`src/rtl/rrst_pkg.sv`:
```
// ----------------------------------------------------------------------------
// rrst_pkg
// Shared constants, types and the command and status structs for the round-robin timer.
// ----------------------------------------------------------------------------
package rrst_pkg;

   localparam int MaxProcsDefault = 16;
   localparam int TimeWidth       = 21;
   localparam int ValueWidth      = 16;
   localparam int IndexWidth      = 4;
   localparam logic [ValueWidth-1:0] QuantumReset = 16'd4;

   typedef enum logic [5:0] {
      ST_LOAD  = 6'b000001,
      ST_SORT  = 6'b000010,
      ST_VISIT = 6'b000100,
      ST_SCAN  = 6'b001000,
      ST_EMIT  = 6'b010000,
      ST_CLEAR = 6'b100000
   } state_type;

   typedef struct packed {
      logic load;
      logic sort_step;
      logic sim_start;
      logic visit;
      logic scan_start;
      logic scan_step;
      logic emit_start;
      logic emit_step;
      logic clear;
   } cmd_type;

   typedef struct packed {
      logic sort_done;
      logic visit_ready;
      logic all_done;
      logic scan_done;
      logic emit_last;
      logic empty;
   } status_type;

endpackage

```
`src/rtl/rrst_if.sv`:
```
// ----------------------------------------------------------------------------
// rrst_req_if / rrst_rsp_if
// Valid/ready channels for job items and result items.
// ----------------------------------------------------------------------------
interface rrst_req_if;
   logic        valid;
   logic        ready;
   logic [15:0] arrival_time;
   logic [15:0] burst_time;
   logic        is_last;
   modport source (output valid, arrival_time, burst_time, is_last, input ready);
   modport sink   (input valid, arrival_time, burst_time, is_last, output ready);
endinterface

interface rrst_rsp_if;
   logic        valid;
   logic        ready;
   logic [3:0]  job_index;
   logic [20:0] first_start;
   logic [20:0] completion_time;
   logic [20:0] waiting_time;
   logic [20:0] turnaround_time;
   logic        last_result;
   modport source (output valid, job_index, first_start, completion_time,
                   waiting_time, turnaround_time, last_result, input ready);
   modport sink   (input valid, job_index, first_start, completion_time,
                   waiting_time, turnaround_time, last_result, output ready);
endinterface

```
`src/rtl/round_robin_schedule_timing.sv`:
```
// A job item is loaded, then shifted past each later-arriving sorted slot.
// After the last item, each service turn is one visit and each idle visit a
// scan of the job table; results then leave one per cycle while rsp.ready holds.
// A new job item is taken only after the previous one has been inserted.
// Reset is synchronous and active high; quantum returns to 4.
// ----------------------------------------------------------------------------
// round_robin_schedule_timing
// Round-robin scheduling timer: loads jobs, sorts them, reports timings.
// ----------------------------------------------------------------------------
module round_robin_schedule_timing #(
   parameter int MaxProcs = rrst_pkg::MaxProcsDefault
) (
   input  logic         clock,
   input  logic         reset,
   rrst_req_if.sink     req,
   rrst_rsp_if.source   rsp,
   input  logic         csr_write_enable,
   input  logic [15:0]  csr_write_data
);

   rrst_pkg::cmd_type    cmd;
   rrst_pkg::status_type status;
   logic [15:0] quantum_ff;
   logic        last_ff;

   always_ff @(posedge clock) begin
      if (reset) begin
         quantum_ff <= rrst_pkg::QuantumReset;
         last_ff    <= 1'b0;
      end else begin
         if (csr_write_enable) quantum_ff <= csr_write_data;
         if (cmd.load) last_ff <= req.is_last;
      end
   end

   rrst_ctrl u_ctrl (
      .clock     (clock),
      .reset     (reset),
      .req_valid (req.valid),
      .req_last  (last_ff),
      .req_ready (req.ready),
      .rsp_valid (rsp.valid),
      .rsp_ready (rsp.ready),
      .status    (status),
      .cmd       (cmd)
   );

   rrst_datapath #(.MaxProcs(MaxProcs)) u_datapath (
      .clock      (clock),
      .reset      (reset),
      .cmd        (cmd),
      .status     (status),
      .quantum    (quantum_ff),
      .in_arrival (req.arrival_time),
      .in_burst   (req.burst_time),
      .rsp_valid  (rsp.valid),
      .rsp_index  (rsp.job_index),
      .rsp_start  (rsp.first_start),
      .rsp_finish (rsp.completion_time),
      .rsp_wait   (rsp.waiting_time),
      .rsp_turn   (rsp.turnaround_time),
      .rsp_last   (rsp.last_result)
   );

endmodule

```
`src/rtl/rrst_ctrl.sv`:
```
// ----------------------------------------------------------------------------
// rrst_ctrl
// Sequencer: load, insertion sort, round-robin visits, scans, result output.
// ----------------------------------------------------------------------------
module rrst_ctrl (
   input  logic                  clock,
   input  logic                  reset,
   input  logic                  req_valid,
   input  logic                  req_last,
   output logic                  req_ready,
   input  logic                  rsp_valid,
   input  logic                  rsp_ready,
   input  rrst_pkg::status_type  status,
   output rrst_pkg::cmd_type     cmd
);

   rrst_pkg::state_type state_ff, state_in;

   always_ff @(posedge clock) begin
      if (reset) begin
         state_ff <= rrst_pkg::ST_LOAD;
      end else begin
         state_ff <= state_in;
      end
   end

   assign req_ready = (state_ff == rrst_pkg::ST_LOAD);

   always_comb begin
      state_in = state_ff;
      cmd      = '0;
      case (state_ff)
         rrst_pkg::ST_LOAD: begin
            if (req_valid) begin
               cmd.load = 1'b1;
               state_in = rrst_pkg::ST_SORT;
            end
         end
         rrst_pkg::ST_SORT: begin
            if (status.sort_done) begin
               // The load that entered sorting may have closed the set.
               if (req_last) begin
                  cmd.sim_start = 1'b1;
                  state_in = rrst_pkg::ST_VISIT;
               end else begin
                  state_in = rrst_pkg::ST_LOAD;
               end
            end else begin
               cmd.sort_step = 1'b1;
            end
         end
         rrst_pkg::ST_VISIT: begin
            if (status.empty) begin
               state_in = rrst_pkg::ST_CLEAR;
            end else if (status.all_done) begin
               cmd.emit_start = 1'b1;
               state_in = rrst_pkg::ST_EMIT;
            end else if (status.visit_ready) begin
               cmd.visit = 1'b1;
            end else begin
               cmd.scan_start = 1'b1;
               state_in = rrst_pkg::ST_SCAN;
            end
         end
         rrst_pkg::ST_SCAN: begin
            if (status.scan_done) begin
               state_in = rrst_pkg::ST_VISIT;
            end else begin
               cmd.scan_step = 1'b1;
            end
         end
         rrst_pkg::ST_EMIT: begin
            if (rsp_valid && rsp_ready) begin
               if (status.emit_last) begin
                  // Clearing here drops the result valid with the last item.
                  cmd.clear = 1'b1;
                  state_in  = rrst_pkg::ST_LOAD;
               end else begin
                  cmd.emit_step = 1'b1;
               end
            end
         end
         rrst_pkg::ST_CLEAR: begin
            cmd.clear = 1'b1;
            state_in  = rrst_pkg::ST_LOAD;
         end
         default: begin
            state_in = rrst_pkg::ST_LOAD;
         end
      endcase
   end

endmodule

```
`src/rtl/rrst_datapath.sv`:
```
// ----------------------------------------------------------------------------
// rrst_datapath
// Job tables, sort shifter, service arithmetic and arrival scan.
// ----------------------------------------------------------------------------
module rrst_datapath #(
   parameter int MaxProcs = rrst_pkg::MaxProcsDefault
) (
   input  logic                  clock,
   input  logic                  reset,
   input  rrst_pkg::cmd_type     cmd,
   output rrst_pkg::status_type  status,
   input  logic [15:0]           quantum,
   input  logic [15:0]           in_arrival,
   input  logic [15:0]           in_burst,
   output logic                  rsp_valid,
   output logic [3:0]            rsp_index,
   output logic [20:0]           rsp_start,
   output logic [20:0]           rsp_finish,
   output logic [20:0]           rsp_wait,
   output logic [20:0]           rsp_turn,
   output logic                  rsp_last
);

   localparam int PW = (MaxProcs > 1) ? $clog2(MaxProcs) : 1;
   localparam int CW = $clog2(MaxProcs + 1);
   localparam int TW = rrst_pkg::TimeWidth;

   logic [15:0]   arr_ff [MaxProcs];
   logic [15:0]   rem_ff [MaxProcs];
   logic [3:0]    org_ff [MaxProcs];
   logic [TW-1:0] start_ff [MaxProcs];
   logic [TW-1:0] fin_ff [MaxProcs];
   logic [TW-1:0] wait_ff [MaxProcs];
   logic [MaxProcs-1:0] started_ff, done_ff;

   logic [CW-1:0] count_ff, finished_ff;
   logic [PW-1:0] pos_ff, ptr_ff, scan_ff, emit_ff;
   logic          ins_ff, ready_seen_ff, have_min_ff, scan_end_ff;
   logic [15:0]   min_ff;
   logic [15:0]   new_arr_ff, new_bur_ff;
   logic [3:0]    new_org_ff;
   logic [TW-1:0] time_ff;
   logic          rsp_valid_ff;

   logic [15:0]   q;
   logic [PW-1:0] prev;
   logic [PW-1:0] ptr_next;
   logic [15:0]   rem_p, arr_p;
   logic [TW-1:0] run;
   logic [TW-1:0] time_next;
   logic [15:0]   arr_s;

   assign q     = (quantum == 16'd0) ? 16'd1 : quantum;
   assign prev  = pos_ff - PW'(1);
   assign rem_p = rem_ff[ptr_ff];
   assign arr_p = arr_ff[ptr_ff];
   assign run   = (rem_p < q) ? TW'(rem_p) : TW'(q);
   assign time_next = time_ff + run;
   assign ptr_next  = (CW'(ptr_ff) + CW'(1) >= count_ff) ? '0 : ptr_ff + PW'(1);
   assign arr_s     = arr_ff[scan_ff];

   // Sort ends when the insertion slot is found or no insertion is pending.
   assign status.sort_done   = !ins_ff || pos_ff == '0 || !(arr_ff[prev] > new_arr_ff);
   assign status.visit_ready = !done_ff[ptr_ff] && TW'(arr_p) <= time_ff;
   assign status.all_done    = finished_ff == count_ff;
   assign status.scan_done   = scan_end_ff;
   assign status.emit_last   = CW'(emit_ff) + CW'(1) == count_ff;
   assign status.empty       = count_ff == '0;

   always_ff @(posedge clock) begin
      if (reset || cmd.clear) begin
         count_ff     <= '0;
         finished_ff  <= '0;
         started_ff   <= '0;
         done_ff      <= '0;
         time_ff      <= '0;
         ptr_ff       <= '0;
         ins_ff       <= 1'b0;
         rsp_valid_ff <= 1'b0;
         scan_end_ff  <= 1'b0;
      end else begin
         if (cmd.load) begin
            ins_ff     <= count_ff < CW'(MaxProcs);
            pos_ff     <= count_ff[PW-1:0];
            new_arr_ff <= in_arrival;
            new_bur_ff <= in_burst;
            new_org_ff <= 4'(count_ff);
         end
         if (cmd.sort_step) begin
            arr_ff[pos_ff] <= arr_ff[prev];
            rem_ff[pos_ff] <= rem_ff[prev];
            org_ff[pos_ff] <= org_ff[prev];
            pos_ff <= prev;
         end else if (!cmd.load && ins_ff && status.sort_done) begin
            arr_ff[pos_ff] <= new_arr_ff;
            rem_ff[pos_ff] <= new_bur_ff;
            org_ff[pos_ff] <= new_org_ff;
            count_ff <= count_ff + CW'(1);
            ins_ff   <= 1'b0;
         end
         if (cmd.visit) begin
            if (!started_ff[ptr_ff]) begin
               started_ff[ptr_ff] <= 1'b1;
               start_ff[ptr_ff]   <= time_ff;
               wait_ff[ptr_ff]    <= time_ff - TW'(arr_p);
            end else begin
               wait_ff[ptr_ff] <= wait_ff[ptr_ff] + (time_ff - fin_ff[ptr_ff]);
            end
            rem_ff[ptr_ff] <= rem_p - 16'(run);
            fin_ff[ptr_ff] <= time_next;
            time_ff        <= time_next;
            if (rem_p <= q) begin
               done_ff[ptr_ff] <= 1'b1;
               finished_ff     <= finished_ff + CW'(1);
            end
            ptr_ff <= ptr_next;
         end
         // Scan the unfinished jobs for readiness and the earliest arrival.
         if (cmd.scan_start) begin
            scan_ff       <= '0;
            ready_seen_ff <= 1'b0;
            have_min_ff   <= 1'b0;
            scan_end_ff   <= 1'b0;
         end
         if (cmd.scan_step) begin
            if (!done_ff[scan_ff]) begin
               if (TW'(arr_s) <= time_ff) ready_seen_ff <= 1'b1;
               if (!have_min_ff || arr_s < min_ff) begin
                  min_ff      <= arr_s;
                  have_min_ff <= 1'b1;
               end
            end
            if (CW'(scan_ff) + CW'(1) >= count_ff) begin
               scan_end_ff <= 1'b1;
            end else begin
               scan_ff <= scan_ff + PW'(1);
            end
         end
         if (scan_end_ff) begin
            scan_end_ff <= 1'b0;
            if (ready_seen_ff) ptr_ff <= ptr_next;
            else               time_ff <= TW'(min_ff);
         end
         if (cmd.emit_start) begin
            emit_ff      <= '0;
            rsp_valid_ff <= 1'b1;
         end
         if (cmd.emit_step) emit_ff <= emit_ff + PW'(1);
      end
   end

   assign rsp_valid  = rsp_valid_ff;
   assign rsp_index  = org_ff[emit_ff];
   assign rsp_start  = start_ff[emit_ff];
   assign rsp_finish = fin_ff[emit_ff];
   assign rsp_wait   = wait_ff[emit_ff];
   assign rsp_turn   = fin_ff[emit_ff] - TW'(arr_ff[emit_ff]);
   assign rsp_last   = status.emit_last;

endmodule
```
`src/flat_wrapper.sv`:
```
// flat-port wrapper written by rule: the top's interface ports become plain ports
module round_robin_schedule_timing_flat 
#(
   parameter int MaxProcs = rrst_pkg::MaxProcsDefault
)
  (clock, reset, csr_write_enable, csr_write_data, req_valid, req_arrival_time, req_burst_time, req_is_last, req_ready, rsp_valid, rsp_job_index, rsp_first_start, rsp_completion_time, rsp_waiting_time, rsp_turnaround_time, rsp_last_result, rsp_ready);
  rrst_req_if req_i ();
  rrst_rsp_if rsp_i ();
  input  logic clock;
  input  logic reset;
  input  logic csr_write_enable;
  input  logic [15:0] csr_write_data;
  input wire logic [$bits(req_i.valid)-1:0] req_valid;
  input wire logic [$bits(req_i.arrival_time)-1:0] req_arrival_time;
  input wire logic [$bits(req_i.burst_time)-1:0] req_burst_time;
  input wire logic [$bits(req_i.is_last)-1:0] req_is_last;
  output wire logic [$bits(req_i.ready)-1:0] req_ready;
  output wire logic [$bits(rsp_i.valid)-1:0] rsp_valid;
  output wire logic [$bits(rsp_i.job_index)-1:0] rsp_job_index;
  output wire logic [$bits(rsp_i.first_start)-1:0] rsp_first_start;
  output wire logic [$bits(rsp_i.completion_time)-1:0] rsp_completion_time;
  output wire logic [$bits(rsp_i.waiting_time)-1:0] rsp_waiting_time;
  output wire logic [$bits(rsp_i.turnaround_time)-1:0] rsp_turnaround_time;
  output wire logic [$bits(rsp_i.last_result)-1:0] rsp_last_result;
  input wire logic [$bits(rsp_i.ready)-1:0] rsp_ready;
  assign req_i.valid = req_valid;
  assign req_i.arrival_time = req_arrival_time;
  assign req_i.burst_time = req_burst_time;
  assign req_i.is_last = req_is_last;
  assign req_ready = req_i.ready;
  assign rsp_valid = rsp_i.valid;
  assign rsp_job_index = rsp_i.job_index;
  assign rsp_first_start = rsp_i.first_start;
  assign rsp_completion_time = rsp_i.completion_time;
  assign rsp_waiting_time = rsp_i.waiting_time;
  assign rsp_turnaround_time = rsp_i.turnaround_time;
  assign rsp_last_result = rsp_i.last_result;
  assign rsp_i.ready = rsp_ready;
  round_robin_schedule_timing #(.MaxProcs(MaxProcs)) u_core (.clock(clock), .reset(reset), .req(req_i), .rsp(rsp_i), .csr_write_enable(csr_write_enable), .csr_write_data(csr_write_data));
endmodule
```
`config.mk`:
```
export PLATFORM = sky130hd
export DESIGN_NAME = round_robin_schedule_timing_flat
export DESIGN_NICKNAME = d
export VERILOG_FILES = /design/src/rtl/rrst_pkg.sv /design/src/rtl/rrst_if.sv /design/src/rtl/round_robin_schedule_timing.sv /design/src/rtl/rrst_ctrl.sv /design/src/rtl/rrst_datapath.sv /design/src/flat_wrapper.sv
export SDC_FILE = /design/constraint.sdc
export NUM_CORES = 2
export LEC_CHECK = 0
export ABC_AREA = 0
export BUFFER_PORTS_ARGS = -buffer_cell sky130_fd_sc_hd__buf_4
export CORE_AREA = 3 3 450 452
export DETAILED_ROUTE_END_ITERATION = 16
export DIE_AREA = 0 0 453 455
export SYNTH_ARGS = -nofsm -noshare
export SYNTH_HDL_FRONTEND = slang
export SYNTH_SLANG_ARGS = --single-unit
```
`constraint.sdc`:
```
create_clock -name clock -period 8.1 [get_ports clock]
set_clock_uncertainty 0.2 [all_clocks]
set_input_delay 0.405 -clock clock [delete_from_list [all_inputs] [get_ports clock]]
set_output_delay 0.405 -clock clock [all_outputs]
set_load 0.1 [all_outputs]
```
==> out/qor.txt <==
Clock root buffer: clkbuf_16
Type of the most critical hold path: input pin to flip-flop
Initial DRT Pass Iterations: 6
Die X-Extent: 453 µm
Average via count per standard cell: 6.48
Setup TNS after final layout: 0 ns
Portion of the post-synthesis area used by sequential elements: 57.7%
Sequential Power Share: 50.4%
Number of nets in the finished design: 5,614
Share of final-layout standard cells stronger than drive strength 1: 33.1%
Post-layout min period: 7.55 ns
Number of synthesized register bits: 1,751
Start point of the worst min-delay path: req_arrival_time[15]
Area share of the largest cell type after synthesis: 55.4%
Syn Inst Count: 5,066
Detailed Route WL: 271,000 µm
Worst IR Drop VDD: 173 µV
Share of total power in combinational logic: 5.8%
Starting utilization of the core area: 44.9%
Type of element capturing the critical path: output pin
Fraction of the cycle the final worst path needs: 93.3%
Async set-or-reset flop fraction in the synthesized netlist: 0%
Switching power total: 4.46 mW
Arrival time at the worst endpoint: 6.95 ns
Clock-pin slew on the worst setup and hold paths: 0.06 ns
Via count of the first global-routing pass: 52.9k
Number of standard-cell rows in the floorplan: 164
DRC violation count after routing: 0
Count of flip-flops with a built-in enable after synthesis: 1,650
Outcome: complete, no violations
Final number of setup-violating endpoints: 0
Storage element area: 51,600 µm²
Clock tree sinks: 1,751
Clk buf depth: 3
Power per unit of standard cell area: 195 nW/µm²
Count leader, synth: edfxtp_1
Pin count of the biggest net entering global routing: 98
Cts bufs inserted: 190
Required time at the endpoint of the critical path: 7.50 ns
End point of the most critical hold path: u_core.u_datapath.new_arr_ff[15]$_DFFE_PP_
Initial antenna violation count: 1
Remaining global-route overflow: 0
Drt initial violations: 6,960
Critical Path Fanout Max: 43
Port Buffer Count: 144
Top cells by count, synth: edfxtp_1 (1,650), mux4_2 (1,060), nor2_1 (352)
Netlist Area Pre-Place: 89,400 µm²
Final Hold Vio Count: 0
Global Route Usage Sum: 26.3%
Combined area of the multi-input logic cells: 35,700 µm²
I/O pin count: 145
Average wire per standard cell: 33.1 µm
Dominant register cell in the synthesized netlist: edfxtp_1
Maximum Capacitance Violations: 0
Synth area leader: edfxtp_1
Worst-case reg-to-reg path depth: 18
Die boundary height: 455 µm
Internal power contribution: 15.5 mW
CTS tree: built
Leakage power of the design: 34.4 nW
Startpoint kind of the worst setup timing path: flip-flop
Net Count, Synth: 5,314
Fraction of power spent switching nets: 22.4%
Synth Area per Inst: 17.6 µm²
First-pass GRT wire length: 388,000 µm
DIE AREA: 206,000 µm²
Core ar.: 199,000 µm²
CP Class: flip-flop to output pin
Post-CTS setup buffer count: 0
Post-route non-filler standard cell count: 8,172
Warning count from the yosys run: 0
Clock network power share: 43.8%
Placed Cells: 7,740
Top achievable clock speed: 0.132 GHz
WHS: 0.0646 ns
Number of distinct library cells after synthesis: 72
Relative slew margins: 13.1%
Post-route ant nets: 0
Routability congestion estimate from global placement: 0.892
WHS Path Cells: 2
Fill count: 16.0k
Setup WS pre-CTS: 0.632 ns
Diode insertion count for antenna repair: 0
Final max-slew violation count: 0
End of the worst register-to-register path: u_core.u_datapath.fin_ff[4][17]$_DFFE_PP_
Overall via count from detail_route: 53.0k
Relative area change from synthesis to final layout: 14.0%
HPWL after detailed placement: 167,000 µm
Startpoint of the most critical register-to-register path: u_core.u_datapath.ptr_ff[0]$_SDFF_PN0_
Fin worst setup slack: 0.547 ns
Leading post-synthesis cells by cell area: edfxtp_1 (55%), mux4_2 (27%), ha_1 (2.4%)
Pin slew with the least headroom to its limit: 1.29 ns
Setup repair after global routing missed its margin: false
Register-to-register setup slack: 0.62 ns
Insertion delay to the later sink of the worst-skew pair: 0.87 ns
H-Tree Depth: 4
## power groups by stage
stage	Combinational (mW)	Clock, mW	Sequential (mW)
3_5_place_dp	1.11	0	10.2
6_report	1.16	8.72	10.0
2_1_floorplan	0.748	0	10.2
3_3_place_gp	1.08	0	10.2
4_1_cts	1.15	8.86	10.0
5_1_grt	1.25	9.25	10.0
## cells in the final DEF (no fill, tap or decap), drive strengths merged, types with 19 or more instances in the layout
master       instances
dlygate4sd3         90
nand2              115
a211oi              27
o21ai              117
edfxtp            1650
nor3                28
ha                 170
fa                  24
mux2i              144
a21o                57
nor2               354
a21oi              245
clkbuf             228
buf                371
inv                221
a31oi               28
nor2b               30
nand4               22
nand2b              21
dfxtp              101
nand3               39
mux4              1060
clkinv              97
xor2                37
mux2                19
xnor2               71
## final cells by class
type	count	area share, %
flip-flops and latches	1751	50.7
repair buffers	461	4.01
well taps	2656	3.26
clock buffers	228	4.89
multi-input cells	2736	35.1
clock inverters	114	1.24
inverters	226	0.852
## how the worst max path moves through the flow
stage / start / end / slack [ns] / cells after the start
3_5_place_dp: u_core.u_datapath.ptr_ff[0]$_SDFF_PN0_ / u_core.u_datapath.fin_ff[4][19]$_DFFE_PP_ / 0.63 / 19
6_report: flip-flop / rsp_turnaround_time[20] / 0.55 / 15
5_1_grt: u_core.u_datapath.ptr_ff[0]$_SDFF_PN0_ / u_core.u_datapath.fin_ff[4][17]$_DFFE_PP_ / 0.11 / 18
4_1_cts: flip-flop / rsp_turnaround_time[20] / 0.42 / 15
3_3_place_gp: u_core.u_datapath.ptr_ff[0]$_SDFF_PN0_ / u_core.u_datapath.fin_ff[5][19]$_DFFE_PP_ / 0.70 / 19
2_1_floorplan: u_core.u_datapath.pos_ff[0]$_DFFE_PP_ / u_core.u_datapath.rem_ff[10][0]$_DFFE_PP_ / 0.83 / 20
## worst max-delay path: stages (launching register included)
cell and delay (ns):
dfxtp_4 0.90, buf_4 0.55, mux4_2 0.39, mux4_2 0.56
ha_1 0.27, fa_1 0.45, nor2b_1 0.22, o21ai_0 0.17
a21boi_0 0.35, o41ai_1 0.17, o211ai_1 0.36, nand3_1 0.13
a21boi_0 0.73, nor4_4 0.23, xor2_1 0.20, buf_4 0.31
## metrics by stage
stage	total power, mW	instance area (µm²)	util, %
2_1_floorplan	10.9	89400	-
3_3_place_gp	11.3	94700	47.5
3_5_place_dp	11.3	94700	47.5
4_1_cts	20.0	102000	51.1
5_1_grt	20.5	102000	51.1
6_report	19.9	102000	51.1
## cells by family (layout without fill, tap and decap cells)
logic type | count (synthesis) | after routing | share of synthesized area [%]
AO/OA/AOI/OAI | 546 | 546 | 3.62
multiplexers | 1223 | 1223 | 28.6
flip-flops | 1751 | 1751 | 57.7
buffers and inverters | 579 | 1029 | 2.66
AND/OR/NAND/NOR | 665 | 665 | 3.47
XOR/XNOR | 108 | 108 | 1.07
adder cells (fa/ha/maj) | 194 | 194 | 2.92
## flip-flops by register name (all words and copies together) (netlist names), 5 cells and up, named ones only
name and count:
u_core.u_datapath.fin_ff 336, u_core.u_datapath.start_ff 336, u_core.u_datapath.wait_ff 336, u_core.u_datapath.arr_ff 256, u_core.u_datapath.rem_ff 256, u_core.u_datapath.org_ff 64, u_core.u_datapath.time_ff 21, u_core.quantum_ff 16
u_core.u_datapath.done_ff 16, u_core.u_datapath.min_ff 16, u_core.u_datapath.new_arr_ff 16, u_core.u_datapath.new_bur_ff 16, u_core.u_datapath.started_ff 16, u_core.u_ctrl.state_ff 6, u_core.u_datapath.count_ff 5, u_core.u_datapath.finished_ff 5
## per-layer routing
layer	vias up	track usage (%)	wire (µm)
li1	21541	-	-
met1	28196	37.2	109000
met2	2783	41.5	128000
met3	437	4.35	22900
met4	0	9.97	10400
met5	-	0	0
## repair_timing
| action | in CTS | in global routing |
|---|---|---|
| endpoints found under the hold margin | 67 | 0 |
| hold buffers | 90 | 0 |
| endpoints found under the setup margin | 0 | 16 |
| gates resized for setup | 0 | 1 |
Power figures use the tool's default switching activity.
